`src/hdl/scalar_kalman_filter_defines.svh`:
```
// assertion macros for the scalar kalman filter
`ifndef SCALAR_KALMAN_FILTER_DEFINES_SVH
`define SCALAR_KALMAN_FILTER_DEFINES_SVH

// antecedent holds in the same cycle as the consequent
`define SKF_ASSERT_SAME(lbl, clk, rst, ante, cons, msg) \
   lbl: assert property (@(posedge clk) disable iff (rst) (ante) |-> (cons)) else $error(msg);

// consequent checked in the cycle after the antecedent
`define SKF_ASSERT_NEXT(lbl, clk, rst, ante, cons, msg) \
   lbl: assert property (@(posedge clk) disable iff (rst) (ante) |=> (cons)) else $error(msg);

`endif

```
`src/hdl/skf_pkg.sv`:
```
// shared constants and types for the scalar kalman filter
package skf_pkg;

   localparam int GAIN_FRAC_BITS = 16;
   localparam int VALUE_W        = 15;
   localparam int VAR_W          = 16;
   localparam int DEN_W          = VAR_W + 1;
   localparam int REM_W          = DEN_W + 1;
   localparam int ACC_W          = VAR_W + GAIN_FRAC_BITS;
   localparam int CNT_W          = $clog2(GAIN_FRAC_BITS + 1);
   localparam int CSR_IDX_W      = 1;
   localparam int TDATA_W        = ((VALUE_W + 7) / 8) * 8;

   localparam logic [CSR_IDX_W-1:0] CSR_PROCESS_NOISE = 1'd0;
   localparam logic [CSR_IDX_W-1:0] CSR_MEASURE_NOISE = 1'd1;

   localparam logic [VAR_W-1:0] PROCESS_NOISE_RST = 16'd26;
   localparam logic [VAR_W-1:0] MEASURE_NOISE_RST = 16'd192;

   typedef enum logic [1:0] {
      ST_IDLE,
      ST_PREP,
      ST_DIV,
      ST_UPDATE
   } state_type;

endpackage

```
`src/hdl/scalar_kalman_filter.sv`:
```
// scalar kalman filter top level: bit-serial gain division with merged shift-add products
//
//   channel  direction  handshake             payload
//   req      in         req_tvalid/req_tready req_tdata[14:0] measurement
//   rsp      out        rsp_tvalid/rsp_tready rsp_tdata[14:0] estimate
//   csr      in         csr_we                csr_index, csr_wdata
//
// an item passes through an accept state, a setup state, 17 restoring-division
// steps (one gain bit each, GAIN_FRAC_BITS + 1) and a writeback that can stall; the
// result beat is registered at writeback, and the next item is accepted only back in idle.
// both products ride along the division, one gain bit per step, msb first.
// reset is synchronous: estimate and variance clear to zero, noises to 26 and 192.
// writeback waits while a previous result sits unaccepted in the output register.
`include "scalar_kalman_filter_defines.svh"

module scalar_kalman_filter (
   input  logic                                clock,
   input  logic                                reset,
   input  logic                                req_tvalid,
   output logic                                req_tready,
   input  logic [skf_pkg::TDATA_W-1:0]         req_tdata,   // [14:0] measurement, [15] ignored
   output logic                                rsp_tvalid,
   input  logic                                rsp_tready,
   output logic [skf_pkg::TDATA_W-1:0]         rsp_tdata,   // [14:0] estimate, [15] zero
   input  logic                                csr_we,
   input  logic [skf_pkg::CSR_IDX_W-1:0]       csr_index,
   input  logic [skf_pkg::VAR_W-1:0]           csr_wdata
);

   skf_pkg::state_type state_ff, state_in;

   logic [skf_pkg::VAR_W-1:0]   process_noise_ff;
   logic [skf_pkg::VAR_W-1:0]   measure_noise_ff;
   logic [skf_pkg::VALUE_W-1:0] est_value_ff, est_value_in;
   logic [skf_pkg::VAR_W-1:0]   est_variance_ff, est_variance_in;
   logic [skf_pkg::VALUE_W-1:0] meas_ff, meas_in;
   logic [skf_pkg::VAR_W-1:0]   p_raw_ff, p_raw_in;
   logic [skf_pkg::DEN_W-1:0]   denom_ff, denom_in;
   logic                        neg_ff, neg_in;
   logic [skf_pkg::VALUE_W-1:0] diff_ff, diff_in;
   logic [skf_pkg::REM_W-1:0]   rem_ff, rem_in;
   logic [skf_pkg::ACC_W-1:0]   acc_d_ff, acc_d_in;
   logic [skf_pkg::ACC_W-1:0]   acc_p_ff, acc_p_in;
   logic [skf_pkg::CNT_W-1:0]   cnt_ff, cnt_in;
   logic                        out_valid_ff, out_valid_in;
   logic [skf_pkg::VALUE_W-1:0] out_data_ff, out_data_in;

   logic [skf_pkg::DEN_W-1:0]   p_sum;
   logic                        rem_ge;
   logic                        qbit;
   logic [skf_pkg::REM_W-1:0]   rem_sub;
   logic [skf_pkg::VALUE_W-1:0] delta;
   logic [skf_pkg::VAR_W-1:0]   p_drop;
   logic                        out_free;

   assign req_tready = (state_ff == skf_pkg::ST_IDLE);
   assign rsp_tvalid = out_valid_ff;
   assign rsp_tdata  = {{(skf_pkg::TDATA_W - skf_pkg::VALUE_W){1'b0}}, out_data_ff};
   assign out_free   = !out_valid_ff || rsp_tready;

   always_comb begin
      state_in        = state_ff;
      est_value_in    = est_value_ff;
      est_variance_in = est_variance_ff;
      meas_in         = meas_ff;
      p_raw_in        = p_raw_ff;
      denom_in        = denom_ff;
      neg_in          = neg_ff;
      diff_in         = diff_ff;
      rem_in          = rem_ff;
      acc_d_in        = acc_d_ff;
      acc_p_in        = acc_p_ff;
      cnt_in          = cnt_ff;
      out_valid_in    = out_valid_ff && !rsp_tready;
      out_data_in     = out_data_ff;

      // predicted variance, saturating
      p_sum = {1'b0, est_variance_ff} + {1'b0, process_noise_ff};

      // one restoring-division step; zero denominator gives zero gain
      rem_ge  = rem_ff >= {1'b0, denom_ff};
      qbit    = rem_ge && (denom_ff != '0);
      rem_sub = rem_ge ? (rem_ff - {1'b0, denom_ff}) : rem_ff;

      delta  = acc_d_ff[skf_pkg::GAIN_FRAC_BITS +: skf_pkg::VALUE_W];
      p_drop = acc_p_ff[skf_pkg::ACC_W-1:skf_pkg::GAIN_FRAC_BITS]
               + {{(skf_pkg::VAR_W-1){1'b0}}, |acc_p_ff[skf_pkg::GAIN_FRAC_BITS-1:0]};

      unique case (state_ff)
         skf_pkg::ST_IDLE: begin
            if (req_tvalid) begin
               meas_in  = req_tdata[skf_pkg::VALUE_W-1:0];
               p_raw_in = p_sum[skf_pkg::VAR_W] ? '1 : p_sum[skf_pkg::VAR_W-1:0];
               state_in = skf_pkg::ST_PREP;
            end
         end
         skf_pkg::ST_PREP: begin
            denom_in = {1'b0, p_raw_ff} + {1'b0, measure_noise_ff};
            neg_in   = meas_ff < est_value_ff;
            diff_in  = (meas_ff < est_value_ff) ? (est_value_ff - meas_ff)
                                                : (meas_ff - est_value_ff);
            rem_in   = {2'b00, p_raw_ff};
            acc_d_in = '0;
            acc_p_in = '0;
            cnt_in   = skf_pkg::CNT_W'(skf_pkg::GAIN_FRAC_BITS);
            state_in = skf_pkg::ST_DIV;
         end
         skf_pkg::ST_DIV: begin
            rem_in   = {rem_sub[skf_pkg::REM_W-2:0], 1'b0};
            acc_d_in = {acc_d_ff[skf_pkg::ACC_W-2:0], 1'b0}
                       + (qbit ? {{(skf_pkg::ACC_W-skf_pkg::VALUE_W){1'b0}}, diff_ff} : '0);
            acc_p_in = {acc_p_ff[skf_pkg::ACC_W-2:0], 1'b0}
                       + (qbit ? {{(skf_pkg::ACC_W-skf_pkg::VAR_W){1'b0}}, p_raw_ff} : '0);
            cnt_in   = cnt_ff - 1'b1;
            if (cnt_ff == '0) begin
               state_in = skf_pkg::ST_UPDATE;
            end
         end
         skf_pkg::ST_UPDATE: begin
            if (out_free) begin
               est_value_in    = neg_ff ? (est_value_ff - delta) : (est_value_ff + delta);
               est_variance_in = p_raw_ff - p_drop;
               out_data_in     = neg_ff ? (est_value_ff - delta) : (est_value_ff + delta);
               out_valid_in    = 1'b1;
               state_in        = skf_pkg::ST_IDLE;
            end
         end
         default: begin
            state_in = skf_pkg::ST_IDLE;
         end
      endcase
   end

   always_ff @(posedge clock) begin
      if (reset) begin
         state_ff         <= skf_pkg::ST_IDLE;
         out_valid_ff     <= 1'b0;
         est_value_ff     <= '0;
         est_variance_ff  <= '0;
         process_noise_ff <= skf_pkg::PROCESS_NOISE_RST;
         measure_noise_ff <= skf_pkg::MEASURE_NOISE_RST;
      end else begin
         state_ff        <= state_in;
         out_valid_ff    <= out_valid_in;
         est_value_ff    <= est_value_in;
         est_variance_ff <= est_variance_in;
         if (csr_we) begin
            unique case (csr_index)
               skf_pkg::CSR_PROCESS_NOISE: process_noise_ff <= csr_wdata;
               skf_pkg::CSR_MEASURE_NOISE: measure_noise_ff <= csr_wdata;
               default: ;
            endcase
         end
      end
   end

   always_ff @(posedge clock) begin
      meas_ff     <= meas_in;
      p_raw_ff    <= p_raw_in;
      denom_ff    <= denom_in;
      neg_ff      <= neg_in;
      diff_ff     <= diff_in;
      rem_ff      <= rem_in;
      acc_d_ff    <= acc_d_in;
      acc_p_ff    <= acc_p_in;
      cnt_ff      <= cnt_in;
      out_data_ff <= out_data_in;
   end

   `SKF_ASSERT_NEXT(a_accept_starts, clock, reset, req_tvalid && req_tready, state_ff == skf_pkg::ST_PREP, "accepted beat did not start setup")
   `SKF_ASSERT_SAME(a_rem_bound, clock, reset, (state_ff == skf_pkg::ST_DIV) && (denom_ff != '0), (rem_ff < {denom_ff, 1'b0}), "division remainder out of range")
   `SKF_ASSERT_NEXT(a_var_shrinks, clock, reset, (state_ff == skf_pkg::ST_UPDATE) && out_free, est_variance_ff <= $past(p_raw_ff), "updated variance exceeds prediction")
   `SKF_ASSERT_NEXT(a_result_loaded, clock, reset, (state_ff == skf_pkg::ST_UPDATE) && out_free, rsp_tvalid && (rsp_tdata[skf_pkg::VALUE_W-1:0] == est_value_ff), "result beat does not match stored estimate")

endmodule
```
`config.mk`:
```
export PLATFORM = sky130hd
export DESIGN_NAME = scalar_kalman_filter
export DESIGN_NICKNAME = d
export VERILOG_FILES = /design/src/hdl/skf_pkg.sv /design/src/hdl/scalar_kalman_filter.sv
export VERILOG_INCLUDE_DIRS = /design/src /design/src/hdl
export SDC_FILE = /design/constraint.sdc
export NUM_CORES = 1
export LEC_CHECK = 0
export ABC_CLOCK_PERIOD_IN_PS = 4300
export BUFFER_PORTS_ARGS = -buffer_cell sky130_fd_sc_hd__buf_2
export CORE_MARGIN = 4
export CORE_UTILIZATION = 59
export CTS_BUF_LIST = sky130_fd_sc_hd__clkbuf_4
export DETAILED_ROUTE_END_ITERATION = 10
export PLACE_DENSITY = 0.87
export SLEW_MARGIN = 20
export SYNTH_ARGS = -nofsm -noshare
export SYNTH_HDL_FRONTEND = slang
export SYNTH_SLANG_ARGS = --single-unit
```
`constraint.sdc`:
```
create_clock -name clock -period 4.3 [get_ports clock]
set_input_delay 0.215 -clock clock [delete_from_list [all_inputs] [get_ports clock]]
set_output_delay 0.215 -clock clock [all_outputs]
set_load 0.03 [all_outputs]
```
==> results.yml <==
global_routing:
  grt_pass1_vias: 13500
  grtUsageTotal_pct: 27.6
  use_met1_pct: 37.0
  grt_pass1_wl_mm: 66.4
  overflow: 0
  grt_antenna_before_repair: 1
  grt_max_degree: 70
  grt.busiest_layer: "met2"
  met2_usage_pct: 45.3
  met3_usage_pct: 4.60
timing:
  fmax_mhz: 219
  rsz0062_at_grt: "true"
  hold_violations: 0
  layout_setup_ws_ns: -0.266
  tightestPinTransition_ns: 0.978
  slew_viol_final: 0
  fin_worst_skew_ns: 0.0661
  fin_crit_ns: 4.57
  setup_violations: 40
  fin_crit_sh_pct: 106
  relSlewSlack_pct: 34.8
  holdWs_ns: 0.107
worst_setup_path:
  worstReg2RegEnd: "acc_d_ff[15]"
  critPathLaunchType: "flop"
  startpoint: "denom_ff[0]"
  reg2reg_slack_ns: -0.27
  required_ns: 4.70
  path_class: "flop to flop"
  rr_worst_depth: 22
  crit_path_end: "acc_d_ff[15]"
  path_max_fanout: 7
  reg2reg_from: "denom_ff[0]"
  critPathCaptureType: "flop"
  crit_arrival_ns: 4.97
layout:
  fillers: 1662
  drive_gt1_share_pct: 18.2
  area_growth_pct: 17.9
  final_nets: 2085
  post-route-util_pct: 71.1
place:
  gp_congestion: 0.921
  port-buffer-count: 53
  dpl.hpwl_mm: 27.5
pwr:
  seqPwrFrac_pct: 25.9
  power.leakage_nw: 7.85
  pwr-share-clk_pct: 11.4
  p_int_mw: 9.28
  p_per_area_nw_per_um2: 909
  power_switching_mw: 7.65
  switching_share_pct: 45.2
  vdd_drop_max_mv: 0.640
  combPwrFrac_pct: 62.7
yosys:
  muxShareOfSynthArea_pct: 1.42
  synth_fa_ha_area_share_pct: 13.6
  synth_top_family_by_area: "compound AO/OA/AOI/OAI gates"
  synth_largest_area_cell: "edfxtp_1"
  netlist.area_leader.share_pct: 31.3
  synth_edf_count: 165
  synthSimpleGateAreaFrac_pct: 16.2
  yosysWarnings: 0
  async_reset_ff_share_pct: 0
  ys_top_cells_by_area: "edfxtp_1, ha_1, dfxtp_1"
  netlist_instances: 1693
  synth_top_flop_cell: "edfxtp_1"
  synth-xor-area-share_pct: 7.04
  avgSynthCellArea_um2: 9.34
  syn_area_um2: 15800
  synth_compound_area_share_pct: 16.9
  synth_seq_cells: 231
  ys_seq_area_share_pct: 39.7
  yosysMostFrequentCell: "nand2_1"
  ys_top_cells_by_count: "nand2_1, edfxtp_1, ha_1"
  synth_cell_types: 80
  synth_fp_nets: 1897
run:
  cap_violations: 0
outcome:
  status: "finished with violations"
  violations: "negative setup slack"
detailed_routing:
  drt-wirelength-per-cell_um: 19.0
  drc_errors: 0
  drtAntennaViolNets: 0
  routed_via_density: 6.15
  drt_first_pass_iters: 8
  totalWireLength_mm: 43.0
  drt-initial-drc-count: 1429
  vias: 13900
min_path:
  hold_path.class: "input pin to flop"
  hold-path-cell-count: 4
clocking:
  root_buffer: "clkbuf_4"
  clock-sinks: 231
  h-tree-depth: 2
  cts_buffers: 59
  clk_path_buf_depth: 3
  clk_pin_slew_worst_paths_ns: 0.07
  cts_tree: "done"
  clock_latency_ns: 0.74
floorplanning:
  io_pins: 56
  start_util_pct: 60.3
  core_area_um2: 26200
  rows: 59
  fp.dieH_um: 172
  dieArea_um2: 29500
  die_w_um: 172
==> sequential cells by signal (all words and copies together) (netlist names) <==
signal / count
rsp_tvalid: 1
neg_ff: 1
meas_ff: 15
cnt_ff: 5
rem_ff: 18
est_value_ff: 15
measure_noise_ff: 16
out_data_ff: 15
denom_ff: 17
process_noise_ff: 16
acc_d_ff: 31
est_variance_ff: 16
acc_p_ff: 32
state_ff: 2
p_raw_ff: 16
diff_ff: 15
==> how the worst min path moves through the flow <==
stage | endpoint | from
finish | process_noise_ff[6] | csr_we
CTS | process_noise_ff[6] | csr_index
detailed placement | meas_ff[2] | req_tdata[2]
global placement | meas_ff[5] | req_tdata[5]
global route | process_noise_ff[10] | csr_we
floorplan | meas_ff[0] | req_tdata[0]
==> through the flow <==
stage / cell area, µm² / power [mW] / TNS [ns] / setup WS [ns] / cells
6_report: 18600 / 16.9 / -5.30 / -0.266 / 2265
5_1_grt: 18600 / 18.0 / -14.48 / -0.505 / 2265
4_1_cts: 18300 / 15.9 / -2.42 / -0.190 / 2251
3_5_place_dp: 16800 / 13.3 / -5.93 / -0.324 / 2087
3_3_place_gp: 16800 / 12.9 / -1.53 / -0.162 / 2087
2_1_floorplan: 15900 / 10.9 / -0.574 / -0.132 / 1693
==> power groups by stage <==
stage                     combinational (mW)  clock (mW)  sequential [mW]
after global placement                  8.57           0             4.29
after CTS                               9.69        1.94             4.31
after floorplan                         6.81           0             4.06
after detailed placement                8.97           0             4.31
final                                   10.6        1.93             4.39
after global routing                    11.5        2.05             4.44
==> what timing repair did <==
action | 4_1_cts | 5_1_grt
hold endpoints to repair | 55 | 11
pin swaps | 38 | 47
endpoints found under the setup margin | 36 | 48
cloned | 2 | 0
gates resized for setup | 56 | 48
hold buffers | 34 | 1
setup buffers | 20 | 15
==> routing by layer <==
layer | up-vias | share of wire (%)
met5 | - | 0
met2 | 796 | 48
met1 | 6559 | 39
met4 | 0 | 3.9
li1 | 6417 | -
met3 | 160 | 9.1
==> cell families after synthesis <==
family / count (synthesis)
XOR/XNOR: 127
adder cells (fa/ha/maj): 166
other: 1
AO/OA/AOI/OAI: 414
buffers and inverters: 195
flip-flops: 231
AND/OR/NAND/NOR: 537
multiplexers: 22
==> area by class of cell <==
cell class	instances	area [µm²]	area share (%)
Multi-Input combinational cell	1268	9280	49.8
Sequential cell	231	6280	33.7
Timing Repair Buffer	183	1370	7.35
Clock buffer	81	608	3.26
Inverter	138	518	2.78
Tap cell	335	419	2.25
Clock inverter	28	153	0.819
Antenna cell	1	2.50	0.0134
==> cells in the final DEF (no fill, tap or decap), types with 14 or more instances in the layout <==
cell,instances
nand3_1,30
dfxtp_1,66
nor3_1,28
inv_1,133
dlygate4sd3_1,35
edfxtp_1,165
mux2i_1,21
o21ai_0,32
and2_1,34
a31oi_1,15
ha_4,15
clkinv_1,18
nand2_1,169
o21ai_1,22
and3_1,14
nor2_1,139
a21oi_1,139
clkbuf_4,81
o21a_1,17
xnor2_1,83
a21oi_2,15
ha_1,140
xor2_1,43
buf_2,53
nand2b_1,15
buf_4,84
and2_4,14
a21o_1,51
nor2b_1,23
==> critical path, cell delays in order, from the launching register on <==
cell	delay, ns
edfxtp_1	0.43
ha_4	0.20
fa_2	0.39
nor2b_4	0.13
o31a_1	0.18
o21ai_2	0.07
and2_4	0.17
o211ai_4	0.18
o32ai_4	0.11
a41oi_2	0.20
buf_6	0.17
buf_6	0.12
and2_4	0.15
ha_4	0.19
nor2b_4	0.13
o21a_1	0.19
o21a_1	0.20
a31o_2	0.28
o221ai_2	0.23
buf_4	0.20
a21boi_4	0.07
nor3_2	0.21
nor3_2	0.06
Power figures use the tool's default switching activity.
